File: config.mk
export PLATFORM = sky130hd
export DESIGN_NAME = spis_cell
export DESIGN_NICKNAME = d
export VERILOG_FILES = /design/src/sv/spis_pkg.sv /design/src/sv/spis_cell.sv
export SDC_FILE = /design/constraint.sdc
export NUM_CORES = 1
export LEC_CHECK = 0
export BUFFER_PORTS_ARGS = -buffer_cell sky130_fd_sc_hd__buf_2
export CORE_ASPECT_RATIO = 0.8
export CORE_MARGIN = 1.5
export CORE_UTILIZATION = 30
export DETAILED_ROUTE_END_ITERATION = 16
export GPL_TIMING_DRIVEN = 0
export PLACE_DENSITY = 0.73
export RECOVER_POWER = 100
export SYNTH_ARGS = -nofsm -noshare
export SYNTH_HDL_FRONTEND = slang
export SYNTH_SLANG_ARGS = --single-unit
File: constraint.sdc
create_clock -name clock -period 1.6 [get_ports clock]
set_clock_uncertainty 0.1 [all_clocks]
set_input_delay 0 -clock clock [delete_from_list [all_inputs] [get_ports clock]]
set_output_delay 0 -clock clock [all_outputs]
set_load 0.05 [all_outputs]
File: src/sv/spis_pkg.sv
// Package for the slotted page item store: codes, defaults, cell command type.
// Used by the top level, the slot cells and the checker.
`default_nettype none
package spis_pkg;
   localparam int PAGE_BYTES_DEF   = 4096;
   localparam int HEADER_BYTES_DEF = 24;
   localparam int MAX_SLOTS_DEF    = 256;
   localparam int SLOT_BYTES       = 4;
   localparam int CMP_W            = 12;   // slot compares, covers up to 4095
   localparam int OFF_MAX_W        = 16;   // widest page offset
   localparam int LEN_W            = 12;

   localparam logic [2:0] REQ_INIT  = 3'd0;
   localparam logic [2:0] REQ_PUT   = 3'd1;
   localparam logic [2:0] REQ_WRITE = 3'd2;
   localparam logic [2:0] REQ_READ  = 3'd3;

   localparam logic [2:0] ST_OK           = 3'd0;
   localparam logic [2:0] ST_BAD_SLOT     = 3'd1;
   localparam logic [2:0] ST_NO_SPACE     = 3'd2;
   localparam logic [2:0] ST_LEN_MISMATCH = 3'd3;
   localparam logic [2:0] ST_INDEX_RANGE  = 3'd4;

   typedef enum logic [2:0] {
      S_CLEAR, S_IDLE, S_LOOK, S_EXEC, S_RESP
   } state_type;

   typedef struct packed {
      logic                 wr;
      logic                 shift;
      logic [CMP_W-1:0]     target;
      logic [OFF_MAX_W-1:0] off;
      logic [LEN_W-1:0]     len;
   } cell_cmd_type;
endpackage
`default_nettype wire

File: src/sv/spis_cell.sv
// One slot entry of the slot array chain: holds an item offset and length.
// Depends on spis_pkg.
`default_nettype none
module spis_cell #(
   parameter int IDX   = 0,
   parameter int OFF_W = 13
) (
   input  wire logic                    clock,
   input  wire spis_pkg::cell_cmd_type  cmd,
   input  wire logic [OFF_W-1:0]        prev_off,
   input  wire logic [spis_pkg::LEN_W-1:0] prev_len,
   output logic [OFF_W-1:0]             off_ff,
   output logic [spis_pkg::LEN_W-1:0]   len_ff
);
   logic [OFF_W-1:0]           off_in;
   logic [spis_pkg::LEN_W-1:0] len_in;

   always_comb begin
      off_in = off_ff;
      len_in = len_ff;
      if (cmd.wr && (spis_pkg::CMP_W'(IDX + 1) == cmd.target)) begin
         off_in = cmd.off[OFF_W-1:0];
         len_in = cmd.len;
      end else if (cmd.shift && (spis_pkg::CMP_W'(IDX) >= cmd.target)) begin
         off_in = prev_off;   // take the lower neighbor's entry
         len_in = prev_len;
      end
   end

   always_ff @(posedge clock) begin
      off_ff <= off_in;
      len_ff <= len_in;
   end
endmodule
`default_nettype wire

== Yosys cells after proc, flatten, opt, wreduce, memory -nomap -nowiden ==
Index checks and enable logic that the tools add are counted.
Storage, ports and cells
  bits in registers: 25
  bits in latches: 0
  memory bits (writable): 0
  bits in read-only memories: 0
  input port bits: 68
  output and inout port bits: 25
  logic and storage cells: 11
  memories: 0
Cells by class
  add/sub/neg operators: 0
  $mul: 0
  divide/modulo/power cells: 0
  $lt $le $gt $ge: 1
  eq/ne operators: 1
  shift operators: 0
  multiplexer cells: 4
  bitwise operators: 0
  reductions and logical operators: 3
Operators by type and width (number)
  $mux 13: 2
  $mux 12: 2
  $eq 1x12->1 const A: 1
  $ge 1x12->1 const A: 1
  $logic_and 1x1->1: 2
  $reduce_bool 2->1: 1

== Logic depth before layout (Yosys ltp) ==
Gate-level depths: netlist (run 1).
  depth after elaboration: 4
  gate-level depth with buffers: 4
  depth with buffers taken out: 3

== Worst setup path after synthesis (run 1) ==
Ideal clock, no wire load.
  kind: input-to-reg
  start: in cmd[33] (netlist bit)
  end: reg len_ff[0] (netlist bit), enable pin
  setup time: 0.383 ns
  arrival time: 1.162 ns
  required time: 1.117 ns
  slack: -0.045 ns
  stages: 2
  buffers on the path: 0
  cell sequence: nor4_2 -> o2111a_1
Between the ends
  word-level cells in the longest chain between the ends: 3
  elaborated cells between the ends (all ways): 5
  those cells by class: order compare: 1; eq/ne: 1; reduce/logical: 3
RTL lines
  start: declaration: line spis_cell.sv:9  | input wire spis_pkg::cell_cmd_type cmd,
  $ge 1x12->1 or $eq 1x12->1 (tied branches): line spis_cell.sv:24, spis_cell.sv:21
  $logic_and 1x1->1 (on tied branches): line spis_cell.sv:24, spis_cell.sv:21
  $reduce_bool 2->1 (no source line) (*)
  end signal: assignment: line spis_cell.sv:32  | len_ff <= len_in;
  end: declaration: line spis_cell.sv:13  | output logic [spis_pkg::LEN_W-1:0] len_ff
Mark *: on every way between the ends. The rest lies on a longest branch, timed or not.
A chain may end at the register's enable or synchronous reset.

== Worst setup path after layout (run 1) ==
  start: in cmd[33] (netlist bit)
  end: reg off_ff[8] (data pin)
Between the ends
  word-level cells in the longest chain between the ends: 3
RTL lines
  $eq 1x12->1: line spis_cell.sv:21  | if (cmd.wr && (spis_pkg::CMP_W'(IDX + 1) == cmd.target)) begin
  $logic_and 1x1->1: line spis_cell.sv:21
  $mux 13: line spis_cell.sv:21
  via off_in[8]: line spis_cell.sv:15  | logic [OFF_W-1:0] off_in;
  end signal: assignment: line spis_cell.sv:31  | off_ff <= off_in;
  end: declaration: line spis_cell.sv:12  | output logic [OFF_W-1:0] off_ff,
The timed path passes the listed nets, and every way through them passes these cells.

==> flow_summary_export.csv, run 1 <==
group,metric,value,unit
placement,place.gp.congestion,0.667,
sta,setup_viol,0,
logic_synthesis,syn_avg_cell_area,20.4,um^2
flow_run,drv_cap,0,
worst_setup_path,cp_slowest_cell,"nor4_2",
finish,fin_area,2170,um^2
sta,timing.slew.headroom,57.3,%
pwr,p_leak,0.000891,uW
placement,portBuffers,89,
sta,tightest_slew,0.643,ns
logic_synthesis,ys_seq_area_share,62.3,%
logic_synthesis,ys_warn_count,0,
sta,rsz0062_at_grt,"false",
global_routing,grt_max_degree,26,
worst_setup_path,required,1.52,ns
worst_setup_path,cp_slowest_stage_delay,0.44,ns
finish,fin_nets,271,
pwr,power,1320,uW
global_routing,antenna_found_initial,0,
global_routing,grt_pass1_wl,5310,um
pwr,intPower,1050,uW
global_routing,gr-total-overflow,0,
run_status,run_status,"finished clean",
logic_synthesis,ys_seq_elements,25,
die,fp.dieArea,4410,um^2
routing,num_vias,1113,
global_routing,grtUsageTotal,16.5,%
cts,cts.clk_slew.worst_paths,0.09,ns
pwr,p_clk_share,29.4,%
cts,cts_tree,"done",
finish,final_common_cell,"buf_2",
cts,root_buffer,"clkbuf_8",
sta,finalCritPeriodShare,91.6,%
sta,fin_crit,1.47,ns
logic_synthesis,syn_inst,59,
finish,area_delta_synth_final,80.0,%
worst_setup_path,cp-end-kind,"flop",
cts,clockBufferDepth,2,
worst_setup_path,critPathArrivalTime,1.38,ns
die,core_area,3830,um^2
logic_synthesis,synth_nets,127,
cts,clock-sinks,25,
finish,instances_no_fill,257,
routing,firstDrtPassIters,4,
sta,slew_violations,0,
placement,place_area,1720,um^2
pwr,p_switching,270,uW
sta,hold_viol,0,
routing,wl,3620,um
routing,ant_nets,0,
routing,vias_per_cell,4.33,
die,pin_count,93,
die,die_w,73.9,um
routing,wl_per_cell,14.1,um
pwr,p_per_area,611,nW/um^2
routing,drc,0,
logic_synthesis,netlist_area,1200,um^2
finish,antenna_cells,0,
logic_synthesis,synth_cell_type_count,10,
die,start_util,31.5,%
worst_setup_path,crit_chain,"buf_2 > nor4_2 > nand4_4 > clkbuf_4 > mux2_1",
die,die_h,59.7,um
pwr,combPwrFrac,16.3,%
die,rows,20,
worst_hold_path,hold_path.class,"input port to flop",
cts,cts-resized-gates,0,
pwr,p_sw_share,20.4,%
pwr,ir_drop,557,uV
sta,fmax,682,MHz
global_routing,grt_pass1_vias,1190,
finish,final_cell_mix,"buf_2 (65), dlygate4sd3_1 (50), edfxtp_1 (25), clkbuf_1 (25), mux2_1 (16)",
routing,drt_iter0_drc,35,
worst_setup_path,worst_setup_path_start_kind,"input port",
finish,fin_util,56.6,%
pwr,seqPwrFrac,54.3,%
cts,numCtsBuffers,3,
worst_setup_path,path_class,"input port to flop",
cts,ctsHtreeMaxLevel,1,
worst_setup_path,crit_fanout,10,
placement,dp.cells,203,
finish,drive_above_1_share,41.1,%
[cells in the mapped netlist]
| cell type | instances | area [um^2] |
|---|---|---|
| nand4_4 | 1 | 21.3 |
| nor3_1 | 1 | 5.00 |
| nor4_2 | 2 | 25.0 |
| mux2_4 | 20 | 300 |
| buf_6 | 2 | 22.5 |
| nor2b_1 | 1 | 6.26 |
| o2111a_1 | 1 | 11.3 |
| and2_1 | 1 | 6.26 |
| mux2_2 | 5 | 56.3 |
| edfxtp_1 | 25 | 751 |
[area by class of cell]
type	count	area, um^2
flip-flops and latches	25	751
multi-input cells	32	373
plain buffers	2	12.5
fillers	324	1660
clock buffers	3	41.3
clock inverters	1	7.51
repair buffers	139	915
well taps	55	68.8
[repair_timing]
action                    CTS  global route
hold buffers               50             0
setup buffers               0             0
hold endpoints to repair   25             0
[metrics by stage]
step | setup TNS, ns | setup WS, ns | hold WS [ns]
3_5_place_dp | -5.68 | -0.155 | 0.204
5_1_grt | 0 | 0.0334 | 0.150
2_1_floorplan | 0 | 0.175 | 0.117
6_report | 0 | 0.135 | 0.136
4_1_cts | 0 | 0.136 | 0.154
3_3_place_gp | -1.97 | -0.0528 | 0.200
[metal layers]
metal | share of wire [%] | up-vias | track usage (%)
met5 | 0 | - | 0
met4 | 1.7 | 0 | 3.97
met3 | 7.5 | 6 | 5.40
met2 | 52 | 62 | 32.4
met1 | 39 | 523 | 16.7
li1 | - | 522 | -
[flip-flops by register name, summed over array words and instances (netlist names)]
name    count
len_ff     12
off_ff     13
[power by group through the flow]
stage               clock network, uW  logic (uW)  registers [uW]
global placement                    0         126             734
global route                      423         232             719
CTS                               401         226             719
floorplan                           0        49.6             735
finish                            389         216             719
detailed placement                  0         133             734
[final timing paths]
kind / startpoint / slack [ns] / to / cells past startpoint
min: cmd[30] / 0.14 / off_ff[9] / 4
max: cmd[33] / 0.13 / off_ff[8] / 5
[kinds of logic after synthesis]
logic type,after synthesis,share of synthesized area [%]
compound gates,1,0.935
buf+inv,2,1.87
flops,25,62.3
mux,25,29.6
simple gates,6,5.30
[critical path: cells and delay by family]
family                 cells  cell delay, ns
and+or+nand+nor            2            0.66
muxes                      1            0.35
buffers and inverters      2            0.38
No activity file was read; power rests on OpenSTA's default activity.
==> inputs of run 2 (changes only) <==
CORE_MARGIN = 2   (was 1.5)
PLACE_DENSITY = 0.7   (was 0.73)
clock period = 1.4 ns   (was 1.6 ns; I/O delays follow)
==> run 2 against run 1 <==
Non-clock buffer count is the same. Critical path type unchanged. Combinational power grew 28%. Highest routed layer unchanged. Largest power group unchanged. Clock power grew 8.7%. Via count shrank 3.0%.
==> flow_summary_export.csv, run 2 (same netlist as run 1, synthesis figures left out) <==
group,metric,value,unit
finish,fin_util,59.4,%
routing,wl_per_cell,13.8,um
cts,cts_tree,"done",
sta,fmax,756,MHz
finish,top_register,"off_ff",
worst_setup_path,cp-end-kind,"flop",
routing,wl,3530,um
die,fp.dieArea,4540,um^2
routing,drt_iter0_drc,25,
worst_setup_path,critPathArrivalTime,1.12,ns
sta,whs,0.135,ns
finish,fin_nets,271,
die,start_util,31.5,%
die,die_w,74.9,um
pwr,ir_drop,377,uV
finish,drive_above_1_share,49.0,%
cts,post_cts_buffers,0,
pwr,p_leak,0.000996,uW
placement,portBuffers,89,
routing,vias_per_cell,4.20,
finish,area_delta_synth_final,88.9,%
sta,hold_viol,0,
cts,root_buffer,"clkbuf_8",
worst_hold_path,hold_path.class,"input port to flop",
cts,ctsHtreeMaxLevel,1,
finish,antenna_cells,0,
sta,finalCritPeriodShare,94.5,%
worst_setup_path,crit_fanout,25,
global_routing,grt_pass1_vias,1235,
die,die_h,60.7,um
finish,final_cell_mix,"buf_2 (61), dlygate4sd3_1 (50), clkbuf_1 (26)",
die,core_area,3830,um^2
global_routing,antenna_found_initial,0,
worst_setup_path,path_class,"input port to flop",
sta,timing.slew.headroom,58.8,%
finish,largest_reg_flops,13,
global_routing,busiest_layer,"met2",
die,pin_count,93,
cts,cts.clk_slew.worst_paths,0.08,ns
routing,ant_nets,0,
sta,fin_crit,1.32,ns
run_status,run_status,"finished clean",
placement,place.gp.congestion,0.644,
finish,final_common_cell,"buf_2",
global_routing,grt_max_degree,26,
sta,slew_violations,0,
sta,setup_viol,0,
worst_setup_path,required,1.20,ns
global_routing,gr-total-overflow,0,
routing,drc,0,
global_routing,grt_use_met2,31.8,%
sta,fin_tns_setup,0,ns
cts,clockBufferDepth,2,
die,rows,20,
global_routing,grtUsageTotal,15.7,%
sta,tightest_slew,0.619,ns
global_routing,globalRouteMet1Util,15.6,%
global_routing,met3_usage,4.98,%
sta,rsz0062_at_grt,"true",
pwr,p_per_area,669,nW/um^2
finish,reg_top3,"off_ff x13, len_ff x12",
cts,numCtsBuffers,3,
routing,num_vias,1080,
global_routing,grt_pass1_wl,5270,um
worst_setup_path,worst_setup_path_start_kind,"input port",
cts,clock-sinks,25,
flow_run,drv_cap,0,
placement,hpwl,2090,um
routing,firstDrtPassIters,3,
run 2: cell count changes in the layout (fill, tap and decap cells not counted):
cell,change
buf_6,+5
mux2_4,+16
mux2_1,-16
clkbuf_4,-1
buf_2,-4
nor3_2,+1
clkbuf_1,+1
nor4_2,-2
nor4_4,+2
nor3_1,-1
clkinvlp_4,-1
run 2: final timing paths:
path                 from         end  slack, ns  cells past startpoint
setup / recovery  cmd[38]   off_ff[3]       0.08                      3
hold / removal    cmd[38]  off_ff[12]       0.13                      4
run 2: cell type report:
type                    count  area, um^2
fillers                   302        1550
repair buffers            139         933
clock buffers               4        45.0
multi-input cells          32         455
flip-flops and latches     25         751
well taps                  55        68.8
plain buffers               2        22.5
run 2: metal layers:
metal | wire [um] | part of all wire, %
met1 | 1230 | 35
met2 | 2040 | 58
met3 | 221 | 6.3
met4 | 40 | 1.1
met5 | 0 | 0
run 2: worst max-delay path: stages:
cell	delay (ns)
buf_6	0.10
nor4_4	0.34
o2111a_2	0.68
run 2: report_power, final:
part,total [uW],internal (uW),switching [uW]
Sequential,822,822,0.0598
Combinational,277,207,70.8
Clock,423,203,220
run 2: per-stage QoR:
| step | cell area, um^2 | power, uW | std cells | setup slack [ns] |
|---|---|---|---|---|
| after global routing | 2280 | 1580 | 257 | -0.00286 |
| after detailed placement | 1740 | 996 | 203 | -0.254 |
| after floorplan | 1220 | 898 | 59 | 0.0151 |
| after global placement | 1740 | 988 | 203 | -0.196 |
| final | 2280 | 1520 | 257 | 0.0776 |
| after CTS | 2280 | 1530 | 257 | 0.0238 |
run 2: what timing repair did:
action	4_1_cts	5_1_grt
hold endpoints to repair	25	0
resized for setup	0	4
endpoints found under the setup margin	0	26
hold buffers	50	0
